===== config.mk =====
export PLATFORM = sky130hd
export DESIGN_NAME = nf4_double_quant_decoder
export DESIGN_NICKNAME = d
export VERILOG_FILES = /design/src/nf4dq_pkg.sv /design/src/nf4dq_fpmul.sv /design/src/nf4dq_front.sv /design/src/nf4dq_queue.sv /design/src/nf4dq_back.sv /design/src/nf4_double_quant_decoder.sv
export VERILOG_INCLUDE_DIRS = /design/src /design/src/src
export SDC_FILE = /design/constraint.sdc
export NUM_CORES = 2
export LEC_CHECK = 0
export ABC_AREA = 1
export BUFFER_PORTS_ARGS = -buffer_cell sky130_fd_sc_hd__buf_2
export CAP_MARGIN = 20
export CORE_MARGIN = 4
export CORE_UTILIZATION = 50
export CTS_CLUSTER_DIAMETER = 120
export DETAILED_ROUTE_END_ITERATION = 8
export PLACE_DENSITY_LB_ADDON = 0.2
export SLEW_MARGIN = 30
export SYNTH_ARGS = -nofsm -noshare
export SYNTH_HDL_FRONTEND = slang
export SYNTH_SLANG_ARGS = --single-unit

===== constraint.sdc =====
create_clock -name clk_i -period 7.9 [get_ports clk_i]
set_input_delay 1.58 -clock clk_i [delete_from_list [all_inputs] [get_ports clk_i]]
set_output_delay 1.58 -clock clk_i [all_outputs]
set_load 0.02 [all_outputs]

===== src/nf4_double_quant_decoder_defines.svh =====
// Assertion macros for the NF4 decoder. Clocked on clk_i, disabled while rst_ni is low.
`ifndef NF4_DOUBLE_QUANT_DECODER_DEFINES_SVH
`define NF4_DOUBLE_QUANT_DECODER_DEFINES_SVH
`ifndef SYNTHESIS
`define NF4DQ_ASSERT_IMP(name, ante, cons) \
  name: assert property (@(posedge clk_i) disable iff (!rst_ni) (ante) |-> (cons)) \
    else $error("nf4dq assertion failed");
`define NF4DQ_ASSERT_NXT(name, ante, cons) \
  name: assert property (@(posedge clk_i) disable iff (!rst_ni) (ante) |=> (cons)) \
    else $error("nf4dq assertion failed");
`else
`define NF4DQ_ASSERT_IMP(name, ante, cons)
`define NF4DQ_ASSERT_NXT(name, ante, cons)
`endif
`endif


===== src/nf4dq_pkg.sv =====
`timescale 1ns / 1ps
package nf4dq_pkg;

  localparam int QUEUE_DEPTH = 2;
  localparam int PADDR_W = 3;
  localparam logic [0:0] REG_GLOBAL_SCALE = 1'b0;
  localparam logic [31:0] FP32_ONE = 32'h3F80_0000;
  localparam logic [31:0] FP32_INF = 32'h7F80_0000;

  localparam logic [31:0] NF4_LEVELS [16] = '{
    32'hBF80_0000, 32'hBF32_39B1, 32'hBF06_6B30, 32'hBECA_32A0,
    32'hBE91_A24D, 32'hBE3D_353F, 32'hBDBA_7871, 32'h0000_0000,
    32'h3DA2_FAFF, 32'h3E24_CAE3, 32'h3E7C_04DD, 32'h3EAD_033A,
    32'h3EE1_A4B8, 32'h3F10_07AB, 32'h3F39_13B3, 32'h3F80_0000
  };

  typedef struct packed {
    logic [7:0] packed_byte;
    logic [7:0] scale_code;
    logic       low_nibble_present;
  } nf4dq_item_t;

  typedef struct packed {
    logic [31:0] first_value;
    logic [31:0] second_value;
    logic        second_valid;
  } nf4dq_result_t;

  // Work handed from the front to the back through the queue.
  typedef struct packed {
    logic [31:0] scale;
    logic [7:0]  codes;
    logic        present;
  } nf4dq_job_t;

  typedef struct packed {
    logic              zero;
    logic              special;
    logic signed [9:0] exp;
    logic [23:0]       man;
  } nf4dq_unp_t;

  // Exact E4M3 (bias 7, no specials) to fp32.
  function automatic logic [31:0] fp8_scale_decode(input logic [7:0] code);
    logic [31:0] r;
    r = {code[7], 31'b0};
    if (code[6:3] != 4'd0) begin
      r = {code[7], {4'b0, code[6:3]} + 8'd120, code[2:0], 20'b0};
    end else begin
      case (code[2:0])
        3'd0: r = {code[7], 31'b0};
        3'd1: r = {code[7], 8'd118, 23'b0};
        3'd2: r = {code[7], 8'd119, 23'b0};
        3'd3: r = {code[7], 8'd119, 1'b1, 22'b0};
        3'd4: r = {code[7], 8'd120, 23'b0};
        3'd5: r = {code[7], 8'd120, 2'b01, 21'b0};
        3'd6: r = {code[7], 8'd120, 2'b10, 21'b0};
        3'd7: r = {code[7], 8'd120, 2'b11, 21'b0};
        default: r = {code[7], 31'b0};
      endcase
    end
    return r;
  endfunction

  // Unpack and normalize one operand so the hidden bit sits at bit 23.
  function automatic nf4dq_unp_t fp_unpack(input logic [31:0] x);
    nf4dq_unp_t u;
    logic [23:0] m;
    logic [4:0]  lz;
    logic        found;
    m = {(x[30:23] != 8'd0), x[22:0]};
    lz = 5'd0;
    found = 1'b0;
    for (int i = 0; i < 24; i++) begin
      if (!found && m[23-i]) begin
        lz = 5'(i);
        found = 1'b1;
      end
    end
    u.zero = (x[30:0] == 31'd0);
    u.special = (x[30:23] == 8'hFF);
    u.man = m << lz;
    u.exp = ((x[30:23] == 8'd0) ? 10'sd1 : $signed({2'b0, x[30:23]})) - $signed({5'b0, lz});
    return u;
  endfunction

  // Normalize and round a 48-bit product, nearest even, with subnormals.
  function automatic logic [31:0] fp_round(input logic sign, input logic signed [10:0] e,
                                           input logic [47:0] p);
    logic [47:0]       pn;
    logic signed [10:0] e1;
    logic [10:0]       sh;
    logic [95:0]       wide;
    logic [30:0]       base;
    logic [30:0]       sum;
    logic              g;
    logic              st;
    logic              ovf;
    pn = p[47] ? p : (p << 1);
    e1 = p[47] ? e + 11'sd1 : e;
    ovf = (e1 >= 11'sd255);
    sh = 11'(11'sd1 - e1);
    wide = '0;
    if (e1 >= 11'sd1) begin
      base = {e1[7:0], pn[46:24]};
      g = pn[23];
      st = |pn[22:0];
    end else if (sh > 11'd48) begin
      base = '0;
      g = 1'b0;
      st = 1'b1;
    end else begin
      wide = {pn, 48'b0} >> sh;
      base = {7'b0, wide[95:72]};
      g = wide[71];
      st = |wide[70:0];
    end
    sum = base + {30'b0, g & (st | base[0])};
    if (ovf || sum[30:23] == 8'hFF) begin
      return {sign, FP32_INF[30:0]};
    end
    return {sign, sum};
  endfunction

endpackage


===== src/nf4dq_fpmul.sv =====
`timescale 1ns / 1ps
module nf4dq_fpmul import nf4dq_pkg::*; #(
  parameter int SideW = 1
) (
  input  logic             clk_i,
  input  logic             rst_ni,
  input  logic             valid_i,
  input  logic [31:0]      a_i,
  input  logic [31:0]      b_i,
  input  logic [SideW-1:0] side_i,
  output logic             valid_o,
  output logic [31:0]      prod_o,
  output logic [SideW-1:0] side_o
);

  nf4dq_unp_t ua, ub;
  logic v1_q, v2_q, v3_q;
  logic s1_q, z1_q, x1_q, s2_q, z2_q, x2_q;
  logic signed [9:0] ea1_q, eb1_q;
  logic [23:0] ma1_q, mb1_q;
  logic signed [10:0] e2_q;
  logic [47:0] p2_q;
  logic [31:0] prod_q;
  logic [SideW-1:0] side1_q, side2_q, side3_q;

  assign ua = fp_unpack(a_i);
  assign ub = fp_unpack(b_i);

  always_ff @(posedge clk_i or negedge rst_ni) begin
    if (!rst_ni) begin
      v1_q <= 1'b0;
      v2_q <= 1'b0;
      v3_q <= 1'b0;
    end else begin
      v1_q <= valid_i;
      v2_q <= v1_q;
      v3_q <= v2_q;
    end
  end

  always_ff @(posedge clk_i) begin
    // unpack
    s1_q    <= a_i[31] ^ b_i[31];
    x1_q    <= ua.special | ub.special;
    z1_q    <= ua.zero | ub.zero;
    ea1_q   <= ua.exp;
    eb1_q   <= ub.exp;
    ma1_q   <= ua.man;
    mb1_q   <= ub.man;
    side1_q <= side_i;
    // multiply
    s2_q    <= s1_q;
    x2_q    <= x1_q;
    z2_q    <= z1_q;
    p2_q    <= ma1_q * mb1_q;
    e2_q    <= 11'(ea1_q) + 11'(eb1_q) - 11'sd127;
    side2_q <= side1_q;
    // round
    if (x2_q) begin
      prod_q <= FP32_INF;
    end else if (z2_q) begin
      prod_q <= {s2_q, 31'b0};
    end else begin
      prod_q <= fp_round(s2_q, e2_q, p2_q);
    end
    side3_q <= side2_q;
  end

  assign valid_o = v3_q;
  assign prod_o  = prod_q;
  assign side_o  = side3_q;

endmodule


===== src/nf4dq_front.sv =====
`timescale 1ns / 1ps
module nf4dq_front import nf4dq_pkg::*; (
  input  logic        clk_i,
  input  logic        rst_ni,
  input  logic        valid_i,
  input  nf4dq_item_t item_i,
  input  logic [31:0] global_scale_i,
  output logic        push_o,
  output nf4dq_job_t  job_o
);

  logic [31:0] prod;
  logic [8:0]  side;

  nf4dq_fpmul #(.SideW(9)) u_scale_mul (
    .clk_i   (clk_i),
    .rst_ni  (rst_ni),
    .valid_i (valid_i),
    .a_i     (global_scale_i),
    .b_i     (fp8_scale_decode(item_i.scale_code)),
    .side_i  ({item_i.packed_byte, item_i.low_nibble_present}),
    .valid_o (push_o),
    .prod_o  (prod),
    .side_o  (side)
  );

  // Fall back to 1.0 on a zero or non-finite block scale.
  always_comb begin
    job_o.scale   = ((prod[30:23] == 8'hFF) || (prod[30:0] == 31'd0)) ? FP32_ONE : prod;
    job_o.codes   = side[8:1];
    job_o.present = side[0];
  end

endmodule


===== src/nf4dq_queue.sv =====
`timescale 1ns / 1ps
module nf4dq_queue import nf4dq_pkg::*; #(
  parameter int Depth = QUEUE_DEPTH
) (
  input  logic       clk_i,
  input  logic       rst_ni,
  input  logic       push_i,
  input  nf4dq_job_t data_i,
  input  logic       pop_i,
  output logic       valid_o,
  output nf4dq_job_t data_o,
  output logic       full_o
);

  localparam int PtrW = (Depth > 1) ? $clog2(Depth) : 1;
  localparam int CntW = $clog2(Depth + 1);

  nf4dq_job_t mem_q [Depth];
  logic [PtrW-1:0] wr_q, rd_q;
  logic [CntW-1:0] cnt_q;
  logic do_pop;

  assign valid_o = (cnt_q != '0);
  assign full_o  = (cnt_q == CntW'(Depth));
  assign do_pop  = pop_i && valid_o;
  assign data_o  = mem_q[rd_q];

  always_ff @(posedge clk_i or negedge rst_ni) begin
    if (!rst_ni) begin
      wr_q  <= '0;
      rd_q  <= '0;
      cnt_q <= '0;
    end else begin
      // wrap at the last entry so any depth works
      if (push_i) begin
        wr_q <= (wr_q == PtrW'(Depth - 1)) ? '0 : wr_q + 1'b1;
      end
      if (do_pop) begin
        rd_q <= (rd_q == PtrW'(Depth - 1)) ? '0 : rd_q + 1'b1;
      end
      cnt_q <= cnt_q + CntW'(push_i) - CntW'(do_pop);
    end
  end

  always_ff @(posedge clk_i) begin
    if (push_i) begin
      mem_q[wr_q] <= data_i;
    end
  end

endmodule


===== src/nf4dq_back.sv =====
`timescale 1ns / 1ps
module nf4dq_back import nf4dq_pkg::*; (
  input  logic          clk_i,
  input  logic          rst_ni,
  input  logic          valid_i,
  input  nf4dq_job_t    job_i,
  output logic          done_o,
  output nf4dq_result_t result_o
);

  logic [31:0] hi_prod, lo_prod;
  logic        hi_present, lo_present, lo_valid;

  nf4dq_fpmul #(.SideW(1)) u_hi_mul (
    .clk_i   (clk_i),
    .rst_ni  (rst_ni),
    .valid_i (valid_i),
    .a_i     (job_i.scale),
    .b_i     (NF4_LEVELS[job_i.codes[7:4]]),
    .side_i  (job_i.present),
    .valid_o (done_o),
    .prod_o  (hi_prod),
    .side_o  (hi_present)
  );

  nf4dq_fpmul #(.SideW(1)) u_lo_mul (
    .clk_i   (clk_i),
    .rst_ni  (rst_ni),
    .valid_i (valid_i),
    .a_i     (job_i.scale),
    .b_i     (NF4_LEVELS[job_i.codes[3:0]]),
    .side_i  (job_i.present),
    .valid_o (lo_valid),
    .prod_o  (lo_prod),
    .side_o  (lo_present)
  );

  always_comb begin
    result_o.first_value  = hi_prod;
    // drop the low element of an odd tail
    result_o.second_value = (lo_present && lo_valid) ? lo_prod : 32'd0;
    result_o.second_valid = hi_present;
  end

endmodule


===== src/nf4_double_quant_decoder.sv =====
`timescale 1ns / 1ps
// NF4 double-quantization decoder.
// Input channel: present a packed byte (two NF4 codes, high nibble first), its E4M3
//   block-scale code and the low-nibble-present flag on in_i and raise start; the
//   transaction is taken at each rising edge with start high and busy low.
// Output channel: done_o pulses for one cycle with the two fp32 values on result_o.
//   The receiver cannot hold results off; each one is valid only in that cycle.
// Path: from the accepting edge a transaction passes the block-scale multiplier,
//   the queue register and the element multipliers before done_o rises.
// Throughput: one transaction per cycle while busy is low. Each fp32 multiplier is
//   a 3-stage pipeline (unpack/normalize, 24x24 multiply, round): a byte per cycle.
// busy stays low in normal use: the queue between front and back drains every cycle.
// Configuration: APB register 0 (byte address 0) holds the fp32 global scale; it
//   resets to 1.0. Write it only while no transaction is in flight.
// Reset: asynchronous, active low; clears the pipeline valids and queue pointers,
//   so no stale result appears after reset.
`include "nf4_double_quant_decoder_defines.svh"
module nf4_double_quant_decoder import nf4dq_pkg::*; #(
  parameter int QDepth = QUEUE_DEPTH
) (
  input  logic               clk_i,
  input  logic               rst_ni,
  input  logic               start,
  output logic               busy,
  input  nf4dq_item_t        in_i,
  output logic               done_o,
  output nf4dq_result_t      result_o,
  input  logic               psel,
  input  logic               penable,
  input  logic               pwrite,
  input  logic [PADDR_W-1:0] paddr,
  input  logic [31:0]        pwdata,
  output logic [31:0]        prdata,
  output logic               pready
);

  logic [31:0] scale_q;
  logic        accept;
  logic        q_push, q_valid, q_full;
  nf4dq_job_t  q_in, q_out;

  // Config register: write in the APB access phase.
  assign pready = 1'b1;
  assign prdata = (paddr[PADDR_W-1] == REG_GLOBAL_SCALE) ? scale_q : 32'd0;

  always_ff @(posedge clk_i or negedge rst_ni) begin
    if (!rst_ni) begin
      scale_q <= FP32_ONE;
    end else if (psel && penable && pwrite && pready &&
                 paddr[PADDR_W-1] == REG_GLOBAL_SCALE) begin
      scale_q <= pwdata;
    end
  end

  // Hold off new transactions only if the queue is full.
  assign busy   = q_full;
  assign accept = start && !busy;

  nf4dq_front u_front (
    .clk_i          (clk_i),
    .rst_ni         (rst_ni),
    .valid_i        (accept),
    .item_i         (in_i),
    .global_scale_i (scale_q),
    .push_o         (q_push),
    .job_o          (q_in)
  );

  nf4dq_queue #(.Depth(QDepth)) u_queue (
    .clk_i   (clk_i),
    .rst_ni  (rst_ni),
    .push_i  (q_push),
    .data_i  (q_in),
    .pop_i   (q_valid),
    .valid_o (q_valid),
    .data_o  (q_out),
    .full_o  (q_full)
  );

  // Back end always takes the queue head: the output cannot stall.
  nf4dq_back u_back (
    .clk_i    (clk_i),
    .rst_ni   (rst_ni),
    .valid_i  (q_valid),
    .job_i    (q_out),
    .done_o   (done_o),
    .result_o (result_o)
  );

  `NF4DQ_ASSERT_IMP(a_no_overflow, q_push, !q_full)
  `NF4DQ_ASSERT_NXT(a_push_lands, q_push, q_valid)
  `NF4DQ_ASSERT_IMP(a_absent_zero, done_o && !result_o.second_valid, result_o.second_value == 32'd0)
  `NF4DQ_ASSERT_IMP(a_first_finite, done_o, result_o.first_value[30:23] != 8'hFF)

endmodule

==> flow_summary.yaml <==
placement:
  gp_congestion: 1.02
  numPortBuffers: 154
  dp_slack_ns: 0.481
  post_dp_cell_area_mm2: 0.0835
  dpl.hpwl_um: 201000
setup_path:
  arrival_ns: 7.96
  path_depth: 24
  path_buf_inv: 4
  critPathSlowestCell: "dfxtp_1"
  worstPathCellList: "buf_4 > nand2_1 > fa_1 > inv_1 > fa_1 > fa_1 > inv_1 > fa_1 > fa_1 > inv_1 > fa_1 > fa_1 > ha_1 > nand2_1 > o21ai_0 > a21boi_0 > o21ai_0 > a21oi_1 > o21bai_1 > a21boi_0 > o21ai_0 > a31oi_1 > o21ai_0 > xor2_1"
  crit_top_cell: "fa_1"
  worstReg2RegStart: "u_back.u_hi_mul.mb1_q[6]"
  critical-path-top-delay-family: "adder cells"
  ff2ff_setup_slack_ns: 0.55
  endpoint_kind: "flop"
  worstSetupPathType: "flop to flop"
  r2r-end: "u_back.u_hi_mul.p2_q[46]"
  cp.required_ns: 8.51
  cp_slowest_stage_delay_ns: 0.61
  path_max_fanout: 14
  worstSetupStartpointType: "flop"
  worstRegToRegCells: 24
timing:
  tns_ns: 0
  rsz0062_at_grt: "false"
  fin_skew_ns: 0.0512
  finalSetupViolations: 0
  relSlewSlack: 0.326
  min_period_ns: 7.35
  tightest_slew_ns: 1.00
  finalHoldViolCount: 0
  fin_ws_ns: 0.552
  maxSlewViolCount: 0
  post-route-period-util: 0.930
  fmax_mhz: 136
grt:
  grt_max_degree: 93
  grt_pass1_vias: 73200
  grt-ovfl-total: 0
  antenna_found_initial: 5
  grtUsageTotal: 0.294
  grt_first_pass_wirelength_um: 396000
clocking:
  numCtsBuffers: 72
  hold_buffers: 0
  clk_latency_ns: 0.71
  cts_setup_buffers: 0
  cts.path.max_buffers: 3
  clk_pin_slew_ns: 0.06
  cts-root-buf: "clkbuf_16"
  cts_tree: "done"
  cts_resized: 0
  numClockSinks: 568
  ctsHtreeMaxLevel: 3
die:
  dieArea_mm2: 0.168
  dieHeight_um: 409
  num_rows: 147
  ios: 158
  start_util: 0.502
  fp.coreArea_mm2: 0.160
  die-width_um: 409
logic_synthesis:
  async_reset_ff_frac: 0.0739
  ys_seq_area_frac: 0.154
  yosysUniqueCellTypes: 73
  synth_edf_count: 82
  syn-cell-area_mm2: 0.0806
  avgSynthCellArea_um2: 7.07
  ys_ff_latch: 568
  synth-main-ff-cell: "dfxtp_1"
  yosys_warnings: 0
  netlist_instances: 11400
layout:
  stdcell_area_mm2: 0.0861
  nNetsFinal: 12900
  drive_above_1_share: 0.0639
  fin_util: 0.537
  num_antenna_cells: 0
  syn_to_final_growth_pct: 6.93
worst_hold_path:
  hp-class: "flop to flop"
  holdPathStages: 0
  min-delay-start: "u_back.u_hi_mul.side2_q"
  holdPathEnd: "u_back.u_hi_mul.side_o"
detailed_routing:
  ant_nets: 0
  vias: 73300
  drt_iter0_drc: 6137
  wirelength_um: 246000
  wl_per_cell_um: 18.2
  drt-vias-per-instance: 5.42
  drc: 0
  dr.pass1.iters: 8
outcome:
  status: "finished, final reports clean"
flow_run:
  maxCapViolCount: 0
-- per-stage QoR --
stage,hold WS (ns),instances
after detailed placement,0.312,13400
after CTS,0.325,13500
after global placement,0.310,13400
after global routing,0.329,13500
final,0.325,13500
after floorplan,0.310,11400
-- worst reg2reg max path, cell delays in order (launching register included) --
cell	delay (ns)
dfxtp_1	0.61
buf_4	0.32
nand2_1	0.11
fa_1	0.54
inv_1	0.05
fa_1	0.48
fa_1	0.50
inv_1	0.06
fa_1	0.48
fa_1	0.55
inv_1	0.05
fa_1	0.51
fa_1	0.42
ha_1	0.38
nand2_1	0.06
o21ai_0	0.26
a21boi_0	0.19
o21ai_0	0.27
a21oi_1	0.13
o21bai_1	0.23
a21boi_0	0.18
o21ai_0	0.31
a31oi_1	0.20
o21ai_0	0.22
xor2_1	0.16
-- per-layer routing --
metal  up-vias  GRT usage  wire (um)
li1      35000          -          -
met1     35100      0.382     101000
met2      2620      0.485     114000
met3       569     0.0428      16800
met4         4      0.136      13300
met5         -          0         27
-- synthesized netlist by cell type (12+ instances only) --
cell,instances,area [um^2]
dfrtp_1,35,876
and2_1,17,106
buf_4,20,150
a21o_1,12,90.1
xnor2_1,87,762
ha_1,569,7120
a31oi_1,37,231
inv_2,23,86.3
nand2_1,3213,12100
a211oi_1,13,97.6
fa_1,1017,20400
or2_2,39,244
xor2_1,166,1450
o2111ai_1,12,105
buf_2,54,270
nor3_1,70,350
nand2_2,17,106
nor4_1,33,206
nor2_2,68,425
nand3_1,920,4600
edfxtp_1,82,2460
buf_1,99,372
clkbuf_1,355,1330
dfxtp_1,444,8890
a21oi_1,237,1190
inv_1,2122,7970
o21ai_0,414,2070
nor2_1,655,2460
nand4_1,299,1870
o21ai_1,41,205
o211ai_1,27,203
-- layout make-up --
type / instances / area (um^2)
clock buffers: 90 / 2000
clock inverters: 42 / 584
fillers: 15900 / 74200
inverters: 2155 / 8090
multi-input cells: 8135 / 57900
flip-flops and latches: 568 / 12500
well taps: 2160 / 2700
repair buffers: 360 / 2440
-- registers in the layout, summed over array words and instances, names as in the netlist, 24 cells and up --
name and count:
scale_q 32, u_back.u_hi_mul.mb1_q 24, u_back.u_hi_mul.p2_q 48, u_back.u_hi_mul.prod_o 32, u_back.u_lo_mul.ma1_q 24, u_back.u_lo_mul.mb1_q 24, u_back.u_lo_mul.p2_q 48, u_back.u_lo_mul.prod_o 32
u_front.u_scale_mul.ma1_q 24, u_front.u_scale_mul.p2_q 28, u_front.u_scale_mul.prod_o 32, u_queue.mem_q 82
-- kinds of logic (layout without fill, tap and decap cells) --
logic type / after synthesis / after routing / share of synthesized area
flip-flops: 568 / 568 / 0.154
AO/OA/AOI/OAI: 889 / 889 / 0.0617
other: 2 / 10 / 0.0000932
multiplexers: 9 / 9 / 0.00112
buffers and inverters: 2696 / 2647 / 0.129
AND/OR/NAND/NOR: 5387 / 5387 / 0.286
adder cells (fa/ha/maj): 1586 / 1586 / 0.341
XOR/XNOR: 254 / 254 / 0.0277
-- worst max-delay path by stage --
stage / startpoint / end / slack [ns]
after floorplan: u_back.u_lo_mul.ma1_q[8] / u_back.u_hi_mul.p2_q[46] / 0.82
after global placement: u_back.u_lo_mul.ma1_q[5] / u_back.u_hi_mul.p2_q[46] / 0.52
after detailed placement: u_back.u_lo_mul.ma1_q[5] / u_back.u_lo_mul.p2_q[44] / 0.48
after CTS: u_back.u_lo_mul.ma1_q[5] / u_back.u_lo_mul.p2_q[44] / 0.43
after global routing: u_back.u_hi_mul.mb1_q[2] / u_back.u_hi_mul.p2_q[46] / 0.02
final: u_back.u_hi_mul.mb1_q[6] / u_back.u_hi_mul.p2_q[46] / 0.55
-- placed cells by master (no fill, tap or decap), types with 11 or more instances in the layout --
master,Yosys,final
a211oi_1,13,13
a21o_1,12,12
a21oi_1,237,237
a31oi_1,37,37
and2_1,17,17
buf_2,54,154
buf_4,20,196
clkbuf_16,0,74
clkinv_1,10,12
dfrtp_1,35,35
dfxtp_1,444,418
dfxtp_2,0,22
edfxtp_1,82,82
fa_1,1017,1017
ha_1,569,569
inv_1,2122,2121
inv_2,23,24
nand2_1,3213,3212
nand2_2,17,18
nand3_1,920,920
nand3b_1,11,11
nand4_1,299,299
nor2_1,655,651
nor2_2,68,70
nor3_1,70,69
nor4_1,33,33
o2111ai_1,12,12
o211ai_1,27,27
o21ai_0,414,412
o21ai_1,41,42
o21ai_2,11,11
o21bai_1,11,11
or2_2,39,39
xnor2_1,87,87
xor2_1,166,164
Power is not shown: default switching activity piles up to over one toggle a cycle in this logic, so the estimate is an artifact.
